===== src/rtl/assert_macros.svh =====
`ifndef ASSERT_MACROS_SVH
`define ASSERT_MACROS_SVH

// Checks a property at every rising clock edge outside of reset.
`define PBS_ASSERT(label, prop, msg) \
   label: assert property (@(posedge clock) disable iff (reset) prop) \
      else $error(msg);

// Checks that a condition in one cycle is followed by another in the next cycle.
`define PBS_ASSERT_NEXT(label, pre, post, msg) \
   label: assert property (@(posedge clock) disable iff (reset) (pre) |=> (post)) \
      else $error(msg);

`endif


===== src/rtl/pbs_pkg.sv =====
`timescale 1ns / 1ps
`default_nettype none

package pbs_pkg;

   localparam int BURST_W   = 16;
   localparam int PRIO_W    = 8;
   localparam int JOB_NUM_W = 6;
   localparam int TIME_W    = 21;
   // The accumulated waiting total wraps at this width.
   localparam int RUN_W     = 27;

   localparam int REQ_FIELDS_W = BURST_W + PRIO_W;
   localparam int REQ_DATA_W   = ((REQ_FIELDS_W + 7) / 8) * 8;
   localparam int RSP_FIELDS_W = JOB_NUM_W + BURST_W + 4 * TIME_W;
   localparam int RSP_DATA_W   = ((RSP_FIELDS_W + 7) / 8) * 8;

endpackage

`default_nettype wire


===== src/rtl/pbs_job_ram.sv =====
`timescale 1ns / 1ps
`default_nettype none

module pbs_job_ram #(
   parameter int DEPTH  = 32,
   parameter int ADDR_W = 5,
   parameter int DATA_W = 30
) (
   input  wire logic              clock,
   input  wire logic              wr_en,
   input  wire logic [ADDR_W-1:0] wr_addr,
   input  wire logic [DATA_W-1:0] wr_data,
   input  wire logic              rd_en,
   input  wire logic [ADDR_W-1:0] rd_addr,
   output      logic [DATA_W-1:0] rd_data
);

   logic [DATA_W-1:0] job_mem [DEPTH];
   logic [DATA_W-1:0] rd_data_ff;

   always_ff @(posedge clock) begin
      if (wr_en) begin
         job_mem[wr_addr] <= wr_data;
      end
      if (rd_en) begin
         rd_data_ff <= job_mem[rd_addr];
      end
   end

   assign rd_data = rd_data_ff;

endmodule

`default_nettype wire


===== src/rtl/pbs_div.sv =====
`timescale 1ns / 1ps
`default_nettype none

module pbs_div #(
   parameter int DIVIDEND_W = 27,
   parameter int DIVISOR_W  = 6
) (
   input  wire logic                  clock,
   input  wire logic                  reset,
   input  wire logic                  start,
   input  wire logic [DIVIDEND_W-1:0] dividend,
   input  wire logic [DIVISOR_W-1:0]  divisor,
   output      logic                  done,
   output      logic [DIVIDEND_W-1:0] quotient
);

   localparam int StepW = $clog2(DIVIDEND_W + 1);

   logic                  busy_ff, busy_in;
   logic                  done_ff, done_in;
   logic [StepW-1:0]      step_ff, step_in;
   logic [DIVISOR_W-1:0]  rem_ff, rem_in;
   logic [DIVIDEND_W-1:0] quo_ff, quo_in;
   logic [DIVISOR_W-1:0]  dsr_ff, dsr_in;

   logic [DIVISOR_W:0]    trial;
   logic [DIVISOR_W:0]    diff;
   logic                  fits;

   // Restoring division: one quotient bit per cycle, dividend shifted in from the top.
   assign trial = {rem_ff, quo_ff[DIVIDEND_W-1]};
   assign diff  = trial - {1'b0, dsr_ff};
   assign fits  = (trial >= {1'b0, dsr_ff});

   always_comb begin
      busy_in = busy_ff;
      done_in = 1'b0;
      step_in = step_ff;
      rem_in  = rem_ff;
      quo_in  = quo_ff;
      dsr_in  = dsr_ff;
      if (start) begin
         busy_in = 1'b1;
         step_in = StepW'(DIVIDEND_W);
         rem_in  = '0;
         quo_in  = dividend;
         dsr_in  = divisor;
      end else if (busy_ff) begin
         rem_in  = fits ? diff[DIVISOR_W-1:0] : trial[DIVISOR_W-1:0];
         quo_in  = {quo_ff[DIVIDEND_W-2:0], fits};
         step_in = step_ff - StepW'(1);
         if (step_ff == StepW'(1)) begin
            busy_in = 1'b0;
            done_in = 1'b1;
         end
      end
   end

   always_ff @(posedge clock) begin
      if (reset) begin
         busy_ff <= 1'b0;
         done_ff <= 1'b0;
         step_ff <= '0;
      end else begin
         busy_ff <= busy_in;
         done_ff <= done_in;
         step_ff <= step_in;
      end
      rem_ff <= rem_in;
      quo_ff <= quo_in;
      dsr_ff <= dsr_in;
   end

   assign done     = done_ff;
   assign quotient = quo_ff;

endmodule

`default_nettype wire


===== src/rtl/priority_batch_scheduler_top.sv =====
`timescale 1ns / 1ps
`default_nettype none
`include "assert_macros.svh"

// Non-preemptive priority scheduler for one batch of up to MAX_JOBS jobs.
// The req channel takes one job per word: burst time and priority in tdata, tlast
// on the final job. Jobs are numbered from 1 in arrival order; a batch also ends
// when the job store is full.
// After the batch closes, the jobs are sorted by ascending priority with a
// selection sort in the job memory, then one rsp word per job is sent in that
// order with its waiting and turnaround time. The last word of the batch carries
// tlast and the floored averages.
// The averages take two serial divisions. The sort is bound by the single read
// port of the job memory, one entry per cycle.
// A new batch is taken as soon as the last result sits in the output register.
// When the receiver stalls, the result stays in the output register and the
// block waits. Reset empties the open batch and the output register; the
// memory contents are not cleared.
module priority_batch_scheduler_top #(
   parameter int MAX_JOBS = 32
) (
   input  wire logic                           clock,
   input  wire logic                           reset,
   input  wire logic                           req_tvalid,
   output      logic                           req_tready,
   // burst_time [15:0], priority_req [23:16]
   input  wire logic [pbs_pkg::REQ_DATA_W-1:0] req_tdata,
   input  wire logic                           req_tlast,
   output      logic                           rsp_tvalid,
   input  wire logic                           rsp_tready,
   // job_number [5:0], burst_out [21:6], waiting_time [42:22],
   // turnaround_time [63:43], avg_waiting [84:64], avg_turnaround [105:85]
   output      logic [pbs_pkg::RSP_DATA_W-1:0] rsp_tdata,
   output      logic                           rsp_tlast
);

   import pbs_pkg::*;

   localparam int IdxC   = $clog2(MAX_JOBS);
   localparam int IdxW   = (MAX_JOBS > 1) ? IdxC : 1;
   localparam int CntW   = $clog2(MAX_JOBS + 1);
   localparam int WaitW  = IdxC + BURST_W;
   localparam int TatW   = 2 * IdxC + BURST_W;
   localparam int DivW   = (RUN_W > TatW) ? RUN_W : TatW;
   localparam int EntryW = BURST_W + PRIO_W + CntW;

   typedef enum logic [3:0] {
      ST_LOAD,
      ST_SORT_START,
      ST_SCAN,
      ST_SWAP_A,
      ST_SWAP_B,
      ST_EMIT_RD,
      ST_EMIT_USE,
      ST_DIV_W,
      ST_DIV_W_WAIT,
      ST_DIV_T,
      ST_DIV_T_WAIT,
      ST_EMIT_LAST
   } state_type;

   state_type             state_ff, state_in;
   logic [CntW-1:0]       cnt_ff, cnt_in;
   logic [CntW-1:0]       n_ff, n_in;
   logic [CntW-1:0]       i_ff, i_in;
   logic [CntW-1:0]       j_ff, j_in;
   logic [CntW-1:0]       k_ff, k_in;
   logic [IdxW-1:0]       rd_idx_ff, rd_idx_in;
   logic [IdxW-1:0]       pos_ff, pos_in;
   logic [EntryW-1:0]     cur_ff, cur_in;
   logic [EntryW-1:0]     min_ff, min_in;
   logic [WaitW-1:0]      wait_ff, wait_in;
   logic [RUN_W-1:0]      run_ff, run_in;
   logic [TatW-1:0]       tat_tot_ff, tat_tot_in;
   logic [TIME_W-1:0]     avg_w_ff, avg_w_in;
   logic [TIME_W-1:0]     avg_t_ff, avg_t_in;
   logic                  rsp_tvalid_ff, rsp_tvalid_in;
   logic [RSP_DATA_W-1:0] rsp_tdata_ff, rsp_tdata_in;
   logic                  rsp_tlast_ff, rsp_tlast_in;

   logic                  wr_en;
   logic [IdxW-1:0]       wr_addr;
   logic [EntryW-1:0]     wr_data;
   logic                  rd_en;
   logic [IdxW-1:0]       rd_addr;
   logic [EntryW-1:0]     rd_data;

   logic                  div_start;
   logic [DivW-1:0]       div_dividend;
   logic                  div_done;
   logic [DivW-1:0]       div_quo;

   logic                  req_accept;
   logic                  slot_free;
   logic                  rsp_load;
   logic                  rsp_last;
   logic [TIME_W-1:0]     out_avg_w;
   logic [TIME_W-1:0]     out_avg_t;
   logic [BURST_W-1:0]    rd_burst;
   logic [PRIO_W-1:0]     rd_prio;
   logic [CntW-1:0]       rd_num;
   logic [PRIO_W-1:0]     min_prio;
   logic [WaitW-1:0]      tat_sum;

   pbs_job_ram #(
      .DEPTH  (MAX_JOBS),
      .ADDR_W (IdxW),
      .DATA_W (EntryW)
   ) u_ram (
      .clock   (clock),
      .wr_en   (wr_en),
      .wr_addr (wr_addr),
      .wr_data (wr_data),
      .rd_en   (rd_en),
      .rd_addr (rd_addr),
      .rd_data (rd_data)
   );

   pbs_div #(
      .DIVIDEND_W (DivW),
      .DIVISOR_W  (CntW)
   ) u_div (
      .clock    (clock),
      .reset    (reset),
      .start    (div_start),
      .dividend (div_dividend),
      .divisor  (n_ff),
      .done     (div_done),
      .quotient (div_quo)
   );

   assign req_tready = (state_ff == ST_LOAD);
   assign req_accept = req_tvalid && req_tready;
   assign slot_free  = !rsp_tvalid_ff || rsp_tready;

   assign rd_burst = rd_data[BURST_W-1:0];
   assign rd_prio  = rd_data[BURST_W +: PRIO_W];
   assign rd_num   = rd_data[BURST_W + PRIO_W +: CntW];
   assign min_prio = min_ff[BURST_W +: PRIO_W];
   assign tat_sum  = wait_ff + WaitW'(rd_burst);

   // Memory accesses are strictly sequenced by the state machine: the swap writes
   // finish before the next scan reads, so no forwarding is needed.
   always_comb begin
      state_in     = state_ff;
      cnt_in       = cnt_ff;
      n_in         = n_ff;
      i_in         = i_ff;
      j_in         = j_ff;
      k_in         = k_ff;
      rd_idx_in    = rd_idx_ff;
      pos_in       = pos_ff;
      cur_in       = cur_ff;
      min_in       = min_ff;
      wait_in      = wait_ff;
      run_in       = run_ff;
      tat_tot_in   = tat_tot_ff;
      avg_w_in     = avg_w_ff;
      avg_t_in     = avg_t_ff;
      wr_en        = 1'b0;
      wr_addr      = cnt_ff[IdxW-1:0];
      wr_data      = {cnt_ff + CntW'(1), req_tdata[BURST_W +: PRIO_W],
                      req_tdata[BURST_W-1:0]};
      rd_en        = 1'b0;
      rd_addr      = k_ff[IdxW-1:0];
      div_start    = 1'b0;
      div_dividend = DivW'(run_ff);
      rsp_load     = 1'b0;
      rsp_last     = 1'b0;
      out_avg_w    = '0;
      out_avg_t    = '0;

      unique case (state_ff)
         ST_LOAD: begin
            if (req_accept) begin
               wr_en = 1'b1;
               if (req_tlast || (cnt_ff == CntW'(MAX_JOBS - 1))) begin
                  n_in     = cnt_ff + CntW'(1);
                  cnt_in   = '0;
                  i_in     = '0;
                  state_in = ST_SORT_START;
               end else begin
                  cnt_in = cnt_ff + CntW'(1);
               end
            end
         end
         ST_SORT_START: begin
            if ((i_ff + CntW'(1)) >= n_ff) begin
               k_in       = '0;
               wait_in    = '0;
               run_in     = '0;
               tat_tot_in = '0;
               state_in   = ST_EMIT_RD;
            end else begin
               rd_en     = 1'b1;
               rd_addr   = i_ff[IdxW-1:0];
               rd_idx_in = i_ff[IdxW-1:0];
               j_in      = i_ff + CntW'(1);
               state_in  = ST_SCAN;
            end
         end
         ST_SCAN: begin
            // The first word of a scan is the entry at position i itself.
            if (rd_idx_ff == i_ff[IdxW-1:0]) begin
               cur_in = rd_data;
               min_in = rd_data;
               pos_in = rd_idx_ff;
            end else if (rd_prio < min_prio) begin
               min_in = rd_data;
               pos_in = rd_idx_ff;
            end
            if (j_ff < n_ff) begin
               rd_en     = 1'b1;
               rd_addr   = j_ff[IdxW-1:0];
               rd_idx_in = j_ff[IdxW-1:0];
               j_in      = j_ff + CntW'(1);
            end else begin
               state_in = ST_SWAP_A;
            end
         end
         ST_SWAP_A: begin
            wr_en    = 1'b1;
            wr_addr  = i_ff[IdxW-1:0];
            wr_data  = min_ff;
            state_in = ST_SWAP_B;
         end
         ST_SWAP_B: begin
            wr_en    = 1'b1;
            wr_addr  = pos_ff;
            wr_data  = cur_ff;
            i_in     = i_ff + CntW'(1);
            state_in = ST_SORT_START;
         end
         ST_EMIT_RD: begin
            rd_en    = 1'b1;
            rd_addr  = k_ff[IdxW-1:0];
            state_in = ST_EMIT_USE;
         end
         ST_EMIT_USE: begin
            if (k_ff == (n_ff - CntW'(1))) begin
               // The last job's entry stays in the read register until it is sent.
               run_in     = run_ff + RUN_W'(wait_ff);
               tat_tot_in = tat_tot_ff + TatW'(tat_sum);
               state_in   = ST_DIV_W;
            end else if (slot_free) begin
               rsp_load   = 1'b1;
               run_in     = run_ff + RUN_W'(wait_ff);
               tat_tot_in = tat_tot_ff + TatW'(tat_sum);
               wait_in    = tat_sum;
               k_in       = k_ff + CntW'(1);
               state_in   = ST_EMIT_RD;
            end
         end
         ST_DIV_W: begin
            div_start    = 1'b1;
            div_dividend = DivW'(run_ff);
            state_in     = ST_DIV_W_WAIT;
         end
         ST_DIV_W_WAIT: begin
            if (div_done) begin
               avg_w_in = TIME_W'(div_quo);
               state_in = ST_DIV_T;
            end
         end
         ST_DIV_T: begin
            div_start    = 1'b1;
            div_dividend = DivW'(tat_tot_ff);
            state_in     = ST_DIV_T_WAIT;
         end
         ST_DIV_T_WAIT: begin
            if (div_done) begin
               avg_t_in = TIME_W'(div_quo);
               state_in = ST_EMIT_LAST;
            end
         end
         ST_EMIT_LAST: begin
            if (slot_free) begin
               rsp_load  = 1'b1;
               rsp_last  = 1'b1;
               out_avg_w = avg_w_ff;
               out_avg_t = avg_t_ff;
               state_in  = ST_LOAD;
            end
         end
         default: begin
            state_in = ST_LOAD;
         end
      endcase
   end

   always_comb begin
      rsp_tvalid_in = rsp_tvalid_ff;
      rsp_tdata_in  = rsp_tdata_ff;
      rsp_tlast_in  = rsp_tlast_ff;
      if (rsp_load) begin
         rsp_tvalid_in = 1'b1;
         rsp_tdata_in  = RSP_DATA_W'({out_avg_t, out_avg_w, TIME_W'(tat_sum),
                                      TIME_W'(wait_ff), rd_burst, JOB_NUM_W'(rd_num)});
         rsp_tlast_in  = rsp_last;
      end else if (rsp_tready) begin
         rsp_tvalid_in = 1'b0;
      end
   end

   always_ff @(posedge clock) begin
      if (reset) begin
         state_ff      <= ST_LOAD;
         cnt_ff        <= '0;
         n_ff          <= '0;
         i_ff          <= '0;
         j_ff          <= '0;
         k_ff          <= '0;
         rsp_tvalid_ff <= 1'b0;
      end else begin
         state_ff      <= state_in;
         cnt_ff        <= cnt_in;
         n_ff          <= n_in;
         i_ff          <= i_in;
         j_ff          <= j_in;
         k_ff          <= k_in;
         rsp_tvalid_ff <= rsp_tvalid_in;
      end
      rd_idx_ff    <= rd_idx_in;
      pos_ff       <= pos_in;
      cur_ff       <= cur_in;
      min_ff       <= min_in;
      wait_ff      <= wait_in;
      run_ff       <= run_in;
      tat_tot_ff   <= tat_tot_in;
      avg_w_ff     <= avg_w_in;
      avg_t_ff     <= avg_t_in;
      rsp_tdata_ff <= rsp_tdata_in;
      rsp_tlast_ff <= rsp_tlast_in;
   end

   assign rsp_tvalid = rsp_tvalid_ff;
   assign rsp_tdata  = rsp_tdata_ff;
   assign rsp_tlast  = rsp_tlast_ff;

   `PBS_ASSERT(a_load_room, (state_ff == ST_LOAD) |-> (cnt_ff < CntW'(MAX_JOBS)), "store overrun")
   `PBS_ASSERT(a_scan_range, (state_ff == ST_SCAN) |-> (CntW'(rd_idx_ff) < n_ff && i_ff < n_ff), "scan index out of batch")
   `PBS_ASSERT(a_swap_pos, (state_ff == ST_SWAP_A) |-> (CntW'(pos_ff) >= i_ff && CntW'(pos_ff) < n_ff), "minimum position out of range")
   `PBS_ASSERT(a_emit_range, (state_ff == ST_EMIT_USE) |-> (k_ff < n_ff), "result index out of batch")
   `PBS_ASSERT_NEXT(a_last_word, state_ff == ST_EMIT_LAST && rsp_load, rsp_tvalid && rsp_tlast && state_ff == ST_LOAD, "last word not marked")

endmodule

`default_nettype wire


===== config.mk =====
export PLATFORM = sky130hd
export DESIGN_NAME = priority_batch_scheduler_top
export DESIGN_NICKNAME = d
export VERILOG_FILES = /design/src/rtl/pbs_pkg.sv /design/src/rtl/pbs_job_ram.sv /design/src/rtl/pbs_div.sv /design/src/rtl/priority_batch_scheduler_top.sv
export VERILOG_INCLUDE_DIRS = /design/src /design/src/rtl
export SDC_FILE = /design/constraint.sdc
export NUM_CORES = 2
export LEC_CHECK = 0
export BUFFER_PORTS_ARGS = -buffer_cell sky130_fd_sc_hd__buf_2
export CAP_MARGIN = 20
export CORE_UTILIZATION = 45
export CTS_BUF_LIST = sky130_fd_sc_hd__clkbuf_16
export DETAILED_ROUTE_END_ITERATION = 6
export HOLD_SLACK_MARGIN = 0.02
export RECOVER_POWER = 100
export SLEW_MARGIN = 10
export SYNTH_ARGS = -nofsm -noshare
export SYNTH_HDL_FRONTEND = slang
export SYNTH_HIERARCHICAL = 1
export SYNTH_SLANG_ARGS = --single-unit

===== constraint.sdc =====
create_clock -name clock -period 7.05 [get_ports clock]
set_input_delay 1.41 -clock clock [delete_from_list [all_inputs] [get_ports clock]]
set_output_delay 1.41 -clock clock [all_outputs]
set_load 0.005 [all_outputs]

==> results.tsv <==
metric	value	unit
crit path capture type	register	
Startpoint Class	register	
initial antenna violation count	4	
vias per cell	5.832	
Post-CTS Resized	0	
I/O pin count	144	
Worst Path Buf+Inv	2	
Yosys top cell area share	69.38	%
clock period minus worst slack	6211	ps
Slew Viols, Final	801	
critical path type	register to register	
placer congestion estimate	0.8535	
sequential share of the synthesized area	71.07	%
clock slew at reported path FFs	60	ps
Layout fillers	10563	
Worst R2R Path Depth	8	
Final Cycle Share	88.09	%
# hold bufs at CTS	0	
CTS root buf	clkbuf_16	
RSZ-0062 raised after global routing	false	
Clock Latency Late Sink	760	ps
status	complete, but fails checks	
largest family of logic cells by synthesized area	multiplexers	
Slowest cell on crit path	nor2_2	
Fin Setup TNS	0	ps
Initial Util	45.36	%
layout cell share with drive strength beyond 1	10.37	%
Setup Viol. Count Final	0	
Die Height	357.8	um
CP Data Arrival Time	6630	ps
total power	18.81	mW
most common cell in the netlist	edfxtp_1	
violated checks	max-capacitance violations, max-slew violations	
Die ar.	128000	um2
Max Root-Sink Buffers	3	
Commonest cells post-synth	edfxtp_1 (1,316), mux2i_1 (499), nand2_1 (226)	
asr flop ratio synth	0	%
Vias	32908	
Remaining DRCs	0	
largest area contributor in the netlist	edfxtp_1	
worst hold path cell count	0	
hold path start	u_ram/rd_data[16]	
Mean Syn Cell Area	15.43	um2
GRT overflow	0	
CTS Sinks	1364	
Compound-Gate Fraction of Synth Area	7.297	%
XOR/XNOR Fraction of Synth Area	1.015	%
Worst path top cell family by delay	simple AND/OR/NAND/NOR gates	
CTS tree	built	
adder-cell share of the synthesized area	2.118	%
FMAX	161.0	MHz
GRT Overall Usage	23.50	%
post-synthesis register bit count	1364	
Hold Vio Cnt, Final	0	
Synth Warn #	6	
MaxCap Viol Count	31	
Post-Syn Area	56960	um2
Max FO, Critical Path	20	
first-pass GRT wire length	218100	um
post-synthesis mux area share	9.935	%
count of cell types in the netlist	78	
Layout Nets	4013	
Post-synth EDFFs	1316	
Worst Max-Slew Pin Slew	3264	ps
total clock buffers created by CTS	141	
Detailed Route Iter0 Violations	3715	
Synth Area in Simple Gates	6.346	%
Max IR drop VDD	0.0002658	V
Wirelength per Cell	26.74	um
core area	125600	um2
FF-to-FF setup slack	840	ps
top cells by area, synth	edfxtp_1 (69%), mux2i_1 (8.8%), ha_1 (2.0%)	
postcts setup bufs	0	
DRT antenna net count	0	
area delta synth->final	11.99	%
cell count after synthesis	3691	
RR Startpoint	state_ff[0]	
Clock H-tree levels	4	
Final Skew	25.93	ps
hold endpoint	cur_ff[16]	
Rows	130	
vias in the first global route	31713	
Static Leak	20.52	nW
DRT Pass-1 Iters	5	
Synth Flop Type	edfxtp_1	
largest net degree at the start of global routing	108	
Min-Delay Path Class	register to register	
max incr delay on CP	1450	ps
Slew HR	-117.6	%
critical path, cell by cell	nand2_1, nor2_1, buf_4, a22oi_1, nand2_1, or3b_2, nor2_2, buf_4	
hpwl dp	89520	um
Reg-to-Reg End	u_ram/job_mem[16][23]	
Worst EP required	7470	ps
# port buffers	137	
pwr dens	294.8	nW/um2
die width	357.8	um
Post-Route WL	150900	um
[worst max path at each step]
stage,startpoint,endpoint,slack (ps),cells past startpoint
after CTS,i_ff[1],u_ram/rd_data[0],1640,17
after detailed placement,i_ff[1],u_ram/rd_data[0],1650,17
final,state_ff[0],u_ram/job_mem[16][23],840,8
after floorplan,rsp_tready,rsp_tdata[0],380,3
after global placement,i_ff[0],u_ram/rd_data[0],1780,14
after global routing,state_ff[0],u_ram/job_mem[26][28],630,8
[cells by family after synthesis]
| kind of cell | Yosys count |
|---|---|
| XOR/XNOR | 66 |
| AO/OA/AOI/OAI | 617 |
| other | 1 |
| AND/OR/NAND/NOR | 759 |
| adder cells (fa/ha/maj) | 94 |
| multiplexers | 558 |
| flip-flops | 1364 |
| buffers and inverters | 232 |
[layer usage]
metal	GRT usage, %	vias to the layer above	part of all wire (%)	wire length (um)
li1	-	14716	-	-
met1	33.18	16820	44	65760
met2	38.09	1186	48	71850
met3	3.827	184	7.0	10580
met4	5.660	2	1.8	2691
met5	0	-	0.0086	13
[through the flow]
step	hold slack, ps	utilization (%)	instance area, um2	worst slack [ps]	instances
after floorplan	435.7	-	56980	376.8	3696
after global placement	450.7	47.70	59900	1779	5389
after detailed placement	457.2	47.73	59940	1654	5391
after CTS	471.7	51.10	64170	1644	5635
after global routing	491.0	50.79	63780	633.0	5641
final	472.8	50.80	63790	839.4	5643
[flip-flops by register name, summed over array words and instances (netlist names), 26 cells and up]
| name | flops |
|---|---|
| u_ram/job_mem | 960 |
| rsp_tdata | 106 |
| cur_ff | 30 |
| min_ff | 30 |
| u_ram/rd_data | 30 |
| run_ff | 27 |
| u_div/quotient | 27 |
| tat_tot_ff | 26 |
[area by class of cell]
type,count,area [um2],share of cell area [%]
timing repair buffer,241,1410,2.211
tap,1650,2064,3.237
clock inverter,100,624.3,0.9788
antenna,2,5.005,0.007846
clock buffer,144,3603,5.649
sequential,1364,40480,63.46
multi-input combinational,2100,15440,24.21
inverter,42,157.7,0.2472
[power breakdown]
part	switching (mW)	internal [mW]	total, mW
combinational	1.53	0.789	2.32
sequential	0.201	9.37	9.57
clock	3.01	3.90	6.91
[cells in the final DEF, fill, tap and decap left out, types with 48 or more instances in the layout]
master,n
buf_2,59
clkbuf_1,110
nor3_1,72
a21oi_1,174
a22oi_1,127
dfxtp_1,48
ha_1,90
clkbuf_16,144
nand3_1,124
nand2_1,225
a22o_1,62
edfxtp_1,1316
mux2_2,59
nor2_1,129
inv_1,84
mux2i_1,499
o21ai_0,67
(Power assumes the default switching activity.)
